`src/rtl/core/modbus_tcp_register_server_defines.svh`:
```
// assertion macros for the modbus tcp register server
// no dependencies; define NO_ASSERTIONS to compile them out
`ifndef MODBUS_TCP_REGISTER_SERVER_DEFINES_SVH
`define MODBUS_TCP_REGISTER_SERVER_DEFINES_SVH
`ifndef NO_ASSERTIONS
`define MTRS_ASSERT_NOW(label, ante, cons) \
    label: assert property (@(posedge clk) disable iff (!rst_n) (ante) |-> (cons)) \
        else $error("mtrs assertion failed");
`define MTRS_ASSERT_NEXT(label, ante, cons) \
    label: assert property (@(posedge clk) disable iff (!rst_n) (ante) |=> (cons)) \
        else $error("mtrs assertion failed");
`else
`define MTRS_ASSERT_NOW(label, ante, cons)
`define MTRS_ASSERT_NEXT(label, ante, cons)
`endif
`endif

```
`src/rtl/core/mtrs_pkg.sv`:
```
// shared types and constants for the modbus tcp register server
// no dependencies
package mtrs_pkg;

    localparam int FRAME_BYTES_DEF    = 128;
    localparam int REG_COUNT_DEF      = 64;
    localparam int MAX_READ_WORDS_DEF = 27;

    localparam int READ_HEAD_BYTES = 9;
    localparam int ECHO_BYTES      = 12;
    localparam int WRITE_DATA_AT   = 13;
    localparam int MIN_FN_BYTES    = 8;
    localparam int FN_AT           = 7;
    localparam int START_HI_AT     = 8;
    localparam int START_LO_AT     = 9;
    localparam int NUM_HI_AT       = 10;
    localparam int NUM_LO_AT       = 11;
    localparam int LEN_HI_AT       = 4;
    localparam int LEN_LO_AT       = 5;
    localparam int BYTE_COUNT_AT   = 8;
    localparam int WRITE_REPLY_LEN = 6;

    localparam logic [7:0] FN_READ_HOLD   = 8'd3;
    localparam logic [7:0] FN_READ_INPUT  = 8'd4;
    localparam logic [7:0] FN_WRITE_COIL  = 8'd5;
    localparam logic [7:0] FN_WRITE_HOLD  = 8'd6;
    localparam logic [7:0] FN_WRITE_MULTI = 8'd16;

    typedef enum logic [1:0] {
        ST_OK        = 2'd0,
        ST_BAD_FUNC  = 2'd1,
        ST_BAD_RANGE = 2'd2,
        ST_SHORT     = 2'd3
    } status_t;

    typedef enum logic [2:0] {
        S_IDLE,
        S_DECODE,
        S_WR_HI,
        S_WR_LO,
        S_WR_DO,
        S_SEND_ADDR,
        S_SEND_LOAD,
        S_SEND_WAIT
    } state_t;

endpackage

```
`src/rtl/core/modbus_tcp_register_server.sv`:
```
// Modbus TCP register server: request bytes are taken one per cycle while idle; the
// mode 0 transaction carrying frame_end starts decode and the block stalls its input until
// the last response transaction is taken. A response passes through a decode state, for
// function 16 two frame memory reads and a store write per word, and per response byte
// a memory read, an output load and a handoff, plus any output stall. Input register
// loads (mode 1) are written into the input register store when accepted.
// depends on mtrs_pkg and modbus_tcp_register_server_defines.svh
`include "modbus_tcp_register_server_defines.svh"

module modbus_tcp_register_server
    import mtrs_pkg::*;
#(
    parameter int FRAME_BYTES    = FRAME_BYTES_DEF,
    parameter int REG_COUNT      = REG_COUNT_DEF,
    parameter int MAX_READ_WORDS = MAX_READ_WORDS_DEF
)
(
    input  logic        clk,
    input  logic        rst_n,
    input  logic        in_valid,
    output logic        in_stall,
    input  logic        mode,
    input  logic [7:0]  rx_byte,
    input  logic        frame_end,
    input  logic [5:0]  load_index,
    input  logic [15:0] load_value,
    output logic        out_valid,
    input  logic        out_stall,
    output logic [7:0]  tx_byte,
    output logic        last,
    output logic [1:0]  status
);

    localparam int FA_W  = $clog2(FRAME_BYTES);
    localparam int FL_W  = $clog2(FRAME_BYTES + 1);
    localparam int REG_W = $clog2(REG_COUNT);

    state_t state_reg, state_next;

    logic [FL_W-1:0]  fill_reg, fill_next;
    logic [FL_W-1:0]  len_reg, len_next;
    logic [7:0]       fn_reg, fn_next;
    logic [15:0]      start_reg, start_next;
    logic [15:0]      num_reg, num_next;
    logic             is_read_reg, is_read_next;
    logic [5:0]       k_reg, k_next;
    logic [15:0]      widx_reg, widx_next;
    logic [7:0]       hi_reg, hi_next;
    logic             out_valid_reg, out_valid_next;
    logic [7:0]       tx_byte_reg, tx_byte_next;
    logic             last_reg, last_next;
    logic [1:0]       status_reg, status_next;

    logic [7:0]       frame_mem [FRAME_BYTES];
    logic [15:0]      holding_mem [REG_COUNT];
    logic [15:0]      input_mem [REG_COUNT];
    logic [15:0]      coil_mem [REG_COUNT];
    logic [REG_COUNT-1:0] holding_valid_reg;
    logic [REG_COUNT-1:0] input_valid_reg;

    logic [7:0]       frame_rdata_reg;
    logic [15:0]      hold_rdata_reg;
    logic [15:0]      inp_rdata_reg;
    logic             hold_vld_rd_reg;
    logic             inp_vld_rd_reg;

    logic             in_accept;
    logic             out_accept;
    logic             fill_room;
    logic [FL_W-1:0]  fill_grow;
    logic             frame_we;
    logic [FA_W-1:0]  frame_waddr;
    logic [17:0]      frame_raddr_wide;
    logic [FA_W-1:0]  frame_raddr;
    logic [5:0]       rel;
    logic [REG_W-1:0] reg_raddr;
    logic             hold_we;
    logic [REG_W-1:0] hold_waddr;
    logic [15:0]      hold_wdata;
    logic             coil_we;
    logic             inp_we;
    logic [REG_W-1:0] inp_waddr;
    logic [17:0]      len18;
    logic [16:0]      range_sum;
    logic [16:0]      reg_limit;
    logic             fn_ok;
    status_t          dec_status;
    logic [5:0]       total_bytes;
    logic [15:0]      reg_word;
    logic [7:0]       twice_num;

    assign in_stall   = (state_reg != S_IDLE);
    assign in_accept  = in_valid && !in_stall;
    assign out_accept = out_valid_reg && !out_stall;
    assign out_valid  = out_valid_reg;
    assign tx_byte    = tx_byte_reg;
    assign last       = last_reg;
    assign status     = status_reg;

    assign fill_room = (fill_reg < FL_W'(FRAME_BYTES));
    assign fill_grow = fill_reg + FL_W'(fill_room);

    // decode checks
    assign len18     = 18'(len_reg);
    assign range_sum = {1'b0, start_reg} + {1'b0, num_reg};
    assign reg_limit = 17'(REG_COUNT);
    assign fn_ok     = (fn_reg == FN_READ_HOLD) || (fn_reg == FN_READ_INPUT)
                    || (fn_reg == FN_WRITE_COIL) || (fn_reg == FN_WRITE_HOLD)
                    || (fn_reg == FN_WRITE_MULTI);

    always_comb
    begin
        dec_status = ST_OK;
        if (len18 < 18'(MIN_FN_BYTES))
        begin
            dec_status = ST_SHORT;
        end
        else if (!fn_ok)
        begin
            dec_status = ST_BAD_FUNC;
        end
        else if (len18 < 18'(ECHO_BYTES))
        begin
            dec_status = ST_SHORT;
        end
        else if ((fn_reg == FN_READ_HOLD) || (fn_reg == FN_READ_INPUT))
        begin
            if ((num_reg == 16'd0) || (num_reg > 16'(MAX_READ_WORDS))
                || (range_sum > reg_limit))
            begin
                dec_status = ST_BAD_RANGE;
            end
        end
        else if (fn_reg == FN_WRITE_MULTI)
        begin
            if ((num_reg == 16'd0) || (range_sum > reg_limit))
            begin
                dec_status = ST_BAD_RANGE;
            end
            else if (len18 < (18'(WRITE_DATA_AT) + {1'b0, num_reg, 1'b0}))
            begin
                dec_status = ST_SHORT;
            end
        end
        else if ({1'b0, start_reg} >= reg_limit)
        begin
            dec_status = ST_BAD_RANGE;
        end
    end

    assign twice_num   = {num_reg[6:0], 1'b0};
    assign total_bytes = is_read_reg ? (6'(READ_HEAD_BYTES) + {num_reg[4:0], 1'b0})
                                     : 6'(ECHO_BYTES);

    // memory addressing
    always_comb
    begin
        unique case (state_reg)
            S_WR_HI: frame_raddr_wide = 18'(WRITE_DATA_AT) + {1'b0, widx_reg, 1'b0};
            S_WR_LO: frame_raddr_wide = 18'(WRITE_DATA_AT) + {1'b0, widx_reg, 1'b0} + 18'd1;
            default: frame_raddr_wide = 18'(k_reg);
        endcase
    end
    assign frame_raddr = frame_raddr_wide[FA_W-1:0];
    assign frame_we    = in_accept && !mode && fill_room;
    assign frame_waddr = fill_reg[FA_W-1:0];

    assign rel       = k_reg - 6'(READ_HEAD_BYTES);
    assign reg_raddr = start_reg[REG_W-1:0] + REG_W'(rel[5:1]);

    always_comb
    begin
        hold_we    = 1'b0;
        hold_waddr = start_reg[REG_W-1:0];
        hold_wdata = num_reg;
        if (state_reg == S_WR_DO)
        begin
            hold_we    = 1'b1;
            hold_waddr = start_reg[REG_W-1:0] + widx_reg[REG_W-1:0];
            hold_wdata = {hi_reg, frame_rdata_reg};
        end
        else if ((state_reg == S_DECODE) && (dec_status == ST_OK)
                 && (fn_reg == FN_WRITE_HOLD))
        begin
            hold_we = 1'b1;
        end
    end

    assign coil_we   = (state_reg == S_DECODE) && (dec_status == ST_OK)
                    && (fn_reg == FN_WRITE_COIL);
    assign inp_we    = in_accept && mode && (7'(load_index) < 7'(REG_COUNT > 64 ? 64 : REG_COUNT));
    assign inp_waddr = REG_W'(load_index);

    always_ff @(posedge clk)
    begin
        if (frame_we)
        begin
            frame_mem[frame_waddr] <= rx_byte;
        end
        frame_rdata_reg <= frame_mem[frame_raddr];
    end

    always_ff @(posedge clk)
    begin
        if (hold_we)
        begin
            holding_mem[hold_waddr] <= hold_wdata;
        end
        hold_rdata_reg <= holding_mem[reg_raddr];
    end

    always_ff @(posedge clk)
    begin
        if (inp_we)
        begin
            input_mem[inp_waddr] <= load_value;
        end
        inp_rdata_reg <= input_mem[reg_raddr];
    end

    always_ff @(posedge clk)
    begin
        if (coil_we)
        begin
            coil_mem[start_reg[REG_W-1:0]] <= num_reg;
        end
    end

    always_ff @(posedge clk or negedge rst_n)
    begin
        if (!rst_n)
        begin
            holding_valid_reg <= '0;
            input_valid_reg   <= '0;
            hold_vld_rd_reg   <= 1'b0;
            inp_vld_rd_reg    <= 1'b0;
        end
        else
        begin
            if (hold_we)
            begin
                holding_valid_reg[hold_waddr] <= 1'b1;
            end
            if (inp_we)
            begin
                input_valid_reg[inp_waddr] <= 1'b1;
            end
            hold_vld_rd_reg <= holding_valid_reg[reg_raddr];
            inp_vld_rd_reg  <= input_valid_reg[reg_raddr];
        end
    end

    assign reg_word = (fn_reg == FN_READ_HOLD)
                    ? (hold_vld_rd_reg ? hold_rdata_reg : 16'd0)
                    : (inp_vld_rd_reg ? inp_rdata_reg : 16'd0);

    // next state
    always_comb
    begin
        state_next = state_reg;
        unique case (state_reg)
            S_IDLE:
            begin
                if (in_accept && !mode && frame_end)
                begin
                    state_next = S_DECODE;
                end
            end
            S_DECODE:
            begin
                if (dec_status != ST_OK)
                begin
                    state_next = S_SEND_WAIT;
                end
                else if (fn_reg == FN_WRITE_MULTI)
                begin
                    state_next = S_WR_HI;
                end
                else
                begin
                    state_next = S_SEND_ADDR;
                end
            end
            S_WR_HI:     state_next = S_WR_LO;
            S_WR_LO:     state_next = S_WR_DO;
            S_WR_DO:
            begin
                if (widx_reg == (num_reg - 16'd1))
                begin
                    state_next = S_SEND_ADDR;
                end
                else
                begin
                    state_next = S_WR_HI;
                end
            end
            S_SEND_ADDR: state_next = S_SEND_LOAD;
            S_SEND_LOAD: state_next = S_SEND_WAIT;
            S_SEND_WAIT:
            begin
                if (out_accept)
                begin
                    state_next = last_reg ? S_IDLE : S_SEND_ADDR;
                end
            end
            default:     state_next = S_IDLE;
        endcase
    end

    // datapath and outputs
    always_comb
    begin
        fill_next      = fill_reg;
        len_next       = len_reg;
        fn_next        = fn_reg;
        start_next     = start_reg;
        num_next       = num_reg;
        is_read_next   = is_read_reg;
        k_next         = k_reg;
        widx_next      = widx_reg;
        hi_next        = hi_reg;
        out_valid_next = out_valid_reg;
        tx_byte_next   = tx_byte_reg;
        last_next      = last_reg;
        status_next    = status_reg;
        unique case (state_reg)
            S_IDLE:
            begin
                if (in_accept && !mode)
                begin
                    if (fill_room)
                    begin
                        case (fill_reg)
                            FL_W'(FN_AT):       fn_next          = rx_byte;
                            FL_W'(START_HI_AT): start_next[15:8] = rx_byte;
                            FL_W'(START_LO_AT): start_next[7:0]  = rx_byte;
                            FL_W'(NUM_HI_AT):   num_next[15:8]   = rx_byte;
                            FL_W'(NUM_LO_AT):   num_next[7:0]    = rx_byte;
                            default:            fn_next          = fn_reg;
                        endcase
                    end
                    if (frame_end)
                    begin
                        len_next  = fill_grow;
                        fill_next = '0;
                    end
                    else
                    begin
                        fill_next = fill_grow;
                    end
                end
            end
            S_DECODE:
            begin
                k_next       = '0;
                widx_next    = '0;
                is_read_next = (fn_reg == FN_READ_HOLD) || (fn_reg == FN_READ_INPUT);
                if (dec_status != ST_OK)
                begin
                    out_valid_next = 1'b1;
                    tx_byte_next   = 8'd0;
                    last_next      = 1'b1;
                    status_next    = dec_status;
                end
            end
            S_WR_HI:
            begin
            end
            S_WR_LO:
            begin
                hi_next = frame_rdata_reg;
            end
            S_WR_DO:
            begin
                widx_next = widx_reg + 16'd1;
            end
            S_SEND_ADDR:
            begin
            end
            S_SEND_LOAD:
            begin
                out_valid_next = 1'b1;
                last_next      = (k_reg == (total_bytes - 6'd1));
                status_next    = ST_OK;
                tx_byte_next   = frame_rdata_reg;
                if (k_reg == 6'(LEN_HI_AT))
                begin
                    tx_byte_next = 8'd0;
                end
                else if (k_reg == 6'(LEN_LO_AT))
                begin
                    tx_byte_next = is_read_reg ? (twice_num + 8'd3) : 8'(WRITE_REPLY_LEN);
                end
                else if (is_read_reg && (k_reg == 6'(BYTE_COUNT_AT)))
                begin
                    tx_byte_next = twice_num;
                end
                else if (is_read_reg && (k_reg >= 6'(READ_HEAD_BYTES)))
                begin
                    tx_byte_next = rel[0] ? reg_word[7:0] : reg_word[15:8];
                end
            end
            S_SEND_WAIT:
            begin
                if (out_accept)
                begin
                    out_valid_next = 1'b0;
                    k_next         = k_reg + 6'd1;
                end
            end
            default:
            begin
            end
        endcase
    end

    always_ff @(posedge clk or negedge rst_n)
    begin
        if (!rst_n)
        begin
            state_reg     <= S_IDLE;
            fill_reg      <= '0;
            len_reg       <= '0;
            fn_reg        <= '0;
            start_reg     <= '0;
            num_reg       <= '0;
            is_read_reg   <= 1'b0;
            k_reg         <= '0;
            widx_reg      <= '0;
            hi_reg        <= '0;
            out_valid_reg <= 1'b0;
            tx_byte_reg   <= '0;
            last_reg      <= 1'b0;
            status_reg    <= '0;
        end
        else
        begin
            state_reg     <= state_next;
            fill_reg      <= fill_next;
            len_reg       <= len_next;
            fn_reg        <= fn_next;
            start_reg     <= start_next;
            num_reg       <= num_next;
            is_read_reg   <= is_read_next;
            k_reg         <= k_next;
            widx_reg      <= widx_next;
            hi_reg        <= hi_next;
            out_valid_reg <= out_valid_next;
            tx_byte_reg   <= tx_byte_next;
            last_reg      <= last_next;
            status_reg    <= status_next;
        end
    end

    `MTRS_ASSERT_NOW(a_ready_no_pending, !in_stall, !out_valid)
    `MTRS_ASSERT_NOW(a_status_is_single, out_valid && (status != ST_OK), last && (tx_byte == 8'd0))
    `MTRS_ASSERT_NEXT(a_frame_end_stalls, in_valid && !in_stall && !mode && frame_end, in_stall)
    `MTRS_ASSERT_NOW(a_byte_in_reply, out_valid && (status == ST_OK), k_reg < total_bytes)

endmodule

```
`config.mk`:
```
export PLATFORM = sky130hd
export DESIGN_NAME = modbus_tcp_register_server
export DESIGN_NICKNAME = d
export VERILOG_FILES = /design/src/rtl/core/mtrs_pkg.sv /design/src/rtl/core/modbus_tcp_register_server.sv
export VERILOG_INCLUDE_DIRS = /design/src /design/src/rtl/core
export SDC_FILE = /design/constraint.sdc
export NUM_CORES = 2
export LEC_CHECK = 0
export BUFFER_PORTS_ARGS = -buffer_cell sky130_fd_sc_hd__buf_2
export CAP_MARGIN = 20
export CORE_ASPECT_RATIO = 0.9
export CORE_MARGIN = 2
export CORE_UTILIZATION = 43
export DETAILED_ROUTE_END_ITERATION = 6
export PLACE_DENSITY_LB_ADDON = 0.2
export SLEW_MARGIN = 20
export SYNTH_ARGS = -nofsm -noshare
export SYNTH_HDL_FRONTEND = slang
export SYNTH_SLANG_ARGS = --single-unit
```
`constraint.sdc`:
```
create_clock -name clk -period 5.2 [get_ports clk]
set_input_delay 0.26 -clock clk [delete_from_list [all_inputs] [get_ports clk]]
set_output_delay 0.26 -clock clk [all_outputs]
set_load 0.01 [all_outputs]
```
==> flow_summary.toml <==
[sta]
setup_ws_ns = 0.339
setup_viol = 0
slew_violations = 0
clock_skew_ns = 0.0559
hold_violations = 0
finalSetupTns_ns = 0
fmax_mhz = 206
rsz0062_at_grt = "no"
min_period_ns = 4.86
slew_headroom_pct = 27.5
worstMarginPinSlew_ns = 1.08
fin_crit_sh_pct = 93.5

[worst_setup_path]
critPathBufInv = 6
crit_path_cell_trace = "inv_1 -> ha_1 -> inv_1 -> ha_4 -> inv_1 -> fa_4 -> buf_12 -> buf_4 -> buf_12 -> mux4_2 -> mux4_2 -> nor2b_1 -> a211oi_1 -> a21oi_1"
worst-setup-path-type = "flip-flop to flip-flop"
required_ns = 5.94
max_stage_delay_ns = 0.83
cp.depth = 14
start_kind = "flip-flop"
arrival_ns = 5.60
crit_top_cell = "inv_1"
crit_path_end_kind = "flip-flop"
critPathSlowestCell = "a211oi_1"
crit_fanout = 35
rr_worst_depth = 14
critPathTopFamily = "adder cells"

[place]
dp.cells = 11500
hpwl_um = 206000
place_ws_ns = 0.0314
gp_congestion = 0.872
numPortBuffers = 48

[power_and_ir_drop]
leakagePower_nw = 51.5
p_switching_w = 0.0332
switching_share_pct = 35.0
p_comb_share_pct = 41.5
peakVddDrop_uv = 1170
p_int_w = 0.0617
power_density_nw_per_um2 = 620
power_frac_seq_pct = 32.3
pwr-share-clk_pct = 26.2

[grt]
grtUsageTotal_pct = 21.7
overflow = 0
grt_max_degree = 100
antenna_found_initial = 18
grt_pass1_wl_um = 501000
first_global_vias = 70000

[flow_run]
cap_violations = 0

[clock_tree]
clk_pin_slew_ns = 0.07
max-clock-path-buffers = 4
cts_tree = "yes"
h-tree-depth = 5
cts_root_buf = "clkbuf_16"
clock_sinks = 3344
worstSkewPairLatency_ns = 0.94
cts-buffers-inserted = 346

[logic_synthesis]
avgSynthCellArea_um2 = 18.1
ys.flop_type = "edfxtp_1"
syn_nets = 7503
yosysSeqAreaShare_pct = 73.8
synth_cell_type_count = 85
synthCells = 7411
synthArstFlopShare_pct = 6.94
synth_edf_count = 3072
netlist_area_um2 = 134000
yosys_warnings = 0
synth-seq-cells = 3344

[final_layout]
multi_input_area_um2 = 33700
seqCellArea_um2 = 98900
layout_common_cells = "3,072 x edfxtp_1, 706 x nand2_1, 680 x mux4_2"
layout.cells.non_filler = 12100
top_regs = "frame_mem x1024, holding_mem x1024, input_mem x1024"
area_growth_pct = 14.3
drive_above_1_share_pct = 23.4
nets = 7837
final_common_cell = "edfxtp_1"
fillers = 25300

[route]
dr.pass1.iters = 7
routed_wl_um = 347000
viasPerCell = 5.85
first_iter_violations = 7689
dr_total_vias = 71100
drc = 0
post_drt_wl_per_cell_um = 28.6
drtAntennaViolNets = 0

[floorplan]
die_y_um = 533
rows = 194
die_w_um = 592
die_area_um2 = 316000
initial_core_util_pct = 43.2
ios = 49
core_area_um2 = 310000

[outcome]
status = "finished clean"

[hold_path]
hold_depth = 2
hold_class = "input port to flip-flop"
[layout make-up]
| cell class | count | share of cell area (%) |
|---|---|---|
| clock inverter | 187 | 1.27 |
| antenna | 5 | 0.00817 |
| sequential | 3344 | 64.6 |
| timing repair buffer | 444 | 2.58 |
| inverter | 31 | 0.0760 |
| clock buffer | 442 | 6.14 |
| multi-input combinational | 3578 | 22.0 |
| tap | 4116 | 3.36 |
[per-layer routing]
metal	part of all wire, %	vias to the layer above	track usage (%)
met4	2.3	12	5.08
met2	45	2720	32.6
met3	8.3	456	4.64
met1	44	37600	32.6
met5	0.022	-	0
li1	-	30300	-
[cells by family (layout without fill, tap and decap cells)]
kind of cell	Yosys count	in the layout	share of synthesized area [%]
DFF	3344	3344	73.8
and+or+nand+nor	1703	1703	5.80
muxes	1033	1033	14.1
AOI/OAI and AO/OA	717	717	3.83
buffers and inverters	489	1104	1.44
xor gates and xnor gates	69	69	0.451
adders and majority gates	56	56	0.540
other	0	5	0
[path summary, 6_finish.rpt]
path,endpoint,slack (ns),startpoint
worst max-delay path,inp_rdata_reg[12]$_DFF_P_,0.34,k_reg[1]$_DFFE_PN0P_
worst min-delay path,input_mem[57][13]$_DFFE_PP_,0.06,load_value[13]
worst max register to register,inp_rdata_reg[12]$_DFF_P_,0.34,k_reg[1]$_DFFE_PN0P_
worst min register to register,input_valid_reg[7]$_DFFE_PN0P_,0.46,input_valid_reg[7]$_DFFE_PN0P_
max in group asynchronous,holding_valid_reg[34]$_DFFE_PN0N_,3.88,rst_n
min in group asynchronous,tx_byte[7]$_DFFE_PN0P_,0.52,rst_n
[worst reg2reg max path, stage by stage (launching register included)]
cell      delay (ns)
dfrtp_1         0.50
inv_1           0.16
ha_1            0.32
inv_1           0.12
ha_4            0.14
inv_1           0.05
fa_4            0.79
buf_12          0.18
buf_4           0.21
buf_12          0.25
mux4_2          0.39
mux4_2          0.49
nor2b_1         0.15
a211oi_1        0.83
a21oi_1         0.10
[cells in the mapped netlist (all sizes together), types with 13 or more instances]
library cell | count | area, um2
nand2 | 719 | 2700
inv | 31 | 116
xnor2 | 36 | 315
dfxtp | 40 | 801
clkbuf | 328 | 1230
a21oi | 126 | 631
a311oi | 177 | 1550
xor2 | 33 | 289
dfrtp | 232 | 5810
nor3 | 45 | 225
nand3b | 16 | 120
a31oi | 34 | 213
ha | 53 | 663
o21bai | 67 | 503
o21ai | 92 | 490
buf | 130 | 583
and2 | 103 | 647
nor4 | 13 | 109
nor2b | 52 | 325
nor2 | 348 | 1310
a211oi | 137 | 1030
mux4 | 680 | 15300
edfxtp | 3072 | 92200
or2 | 69 | 432
nor3b | 17 | 128
mux2 | 67 | 754
mux2i | 286 | 2860
nand3 | 245 | 1230
nand4 | 26 | 163
[per-stage QoR]
stage,cell area (um2),total power (W),hold slack (ns),util [%]
floorplan,134000,0.0557,-0.0356,-
global placement,141000,0.0707,0.221,45.6
detailed placement,141000,0.0708,0.221,45.6
CTS,153000,0.0956,0.00736,49.3
global route,153000,0.0986,0.0256,49.3
finish,153000,0.0949,0.0559,49.3
[power groups by stage]
stage / Combinational (W) / Clock, W / Sequential [W]
2_1_floorplan: 0.0246 / 0 / 0.0311
6_report: 0.0394 / 0.0248 / 0.0307
3_3_place_gp: 0.0395 / 0 / 0.0312
4_1_cts: 0.0396 / 0.0253 / 0.0307
5_1_grt: 0.0416 / 0.0263 / 0.0307
3_5_place_dp: 0.0395 / 0 / 0.0312
[timing repair]
| action | CTS | global route |
|---|---|---|
| gates resized for setup | 0 | 2 |
| buffers inserted | 0 | 4 |
| hold buffers | 18 | 9 |
| endpoints found under the hold margin | 654 | 576 |
| setup endpoints to repair | 0 | 3 |
No activity file was read; power rests on OpenSTA's default activity.
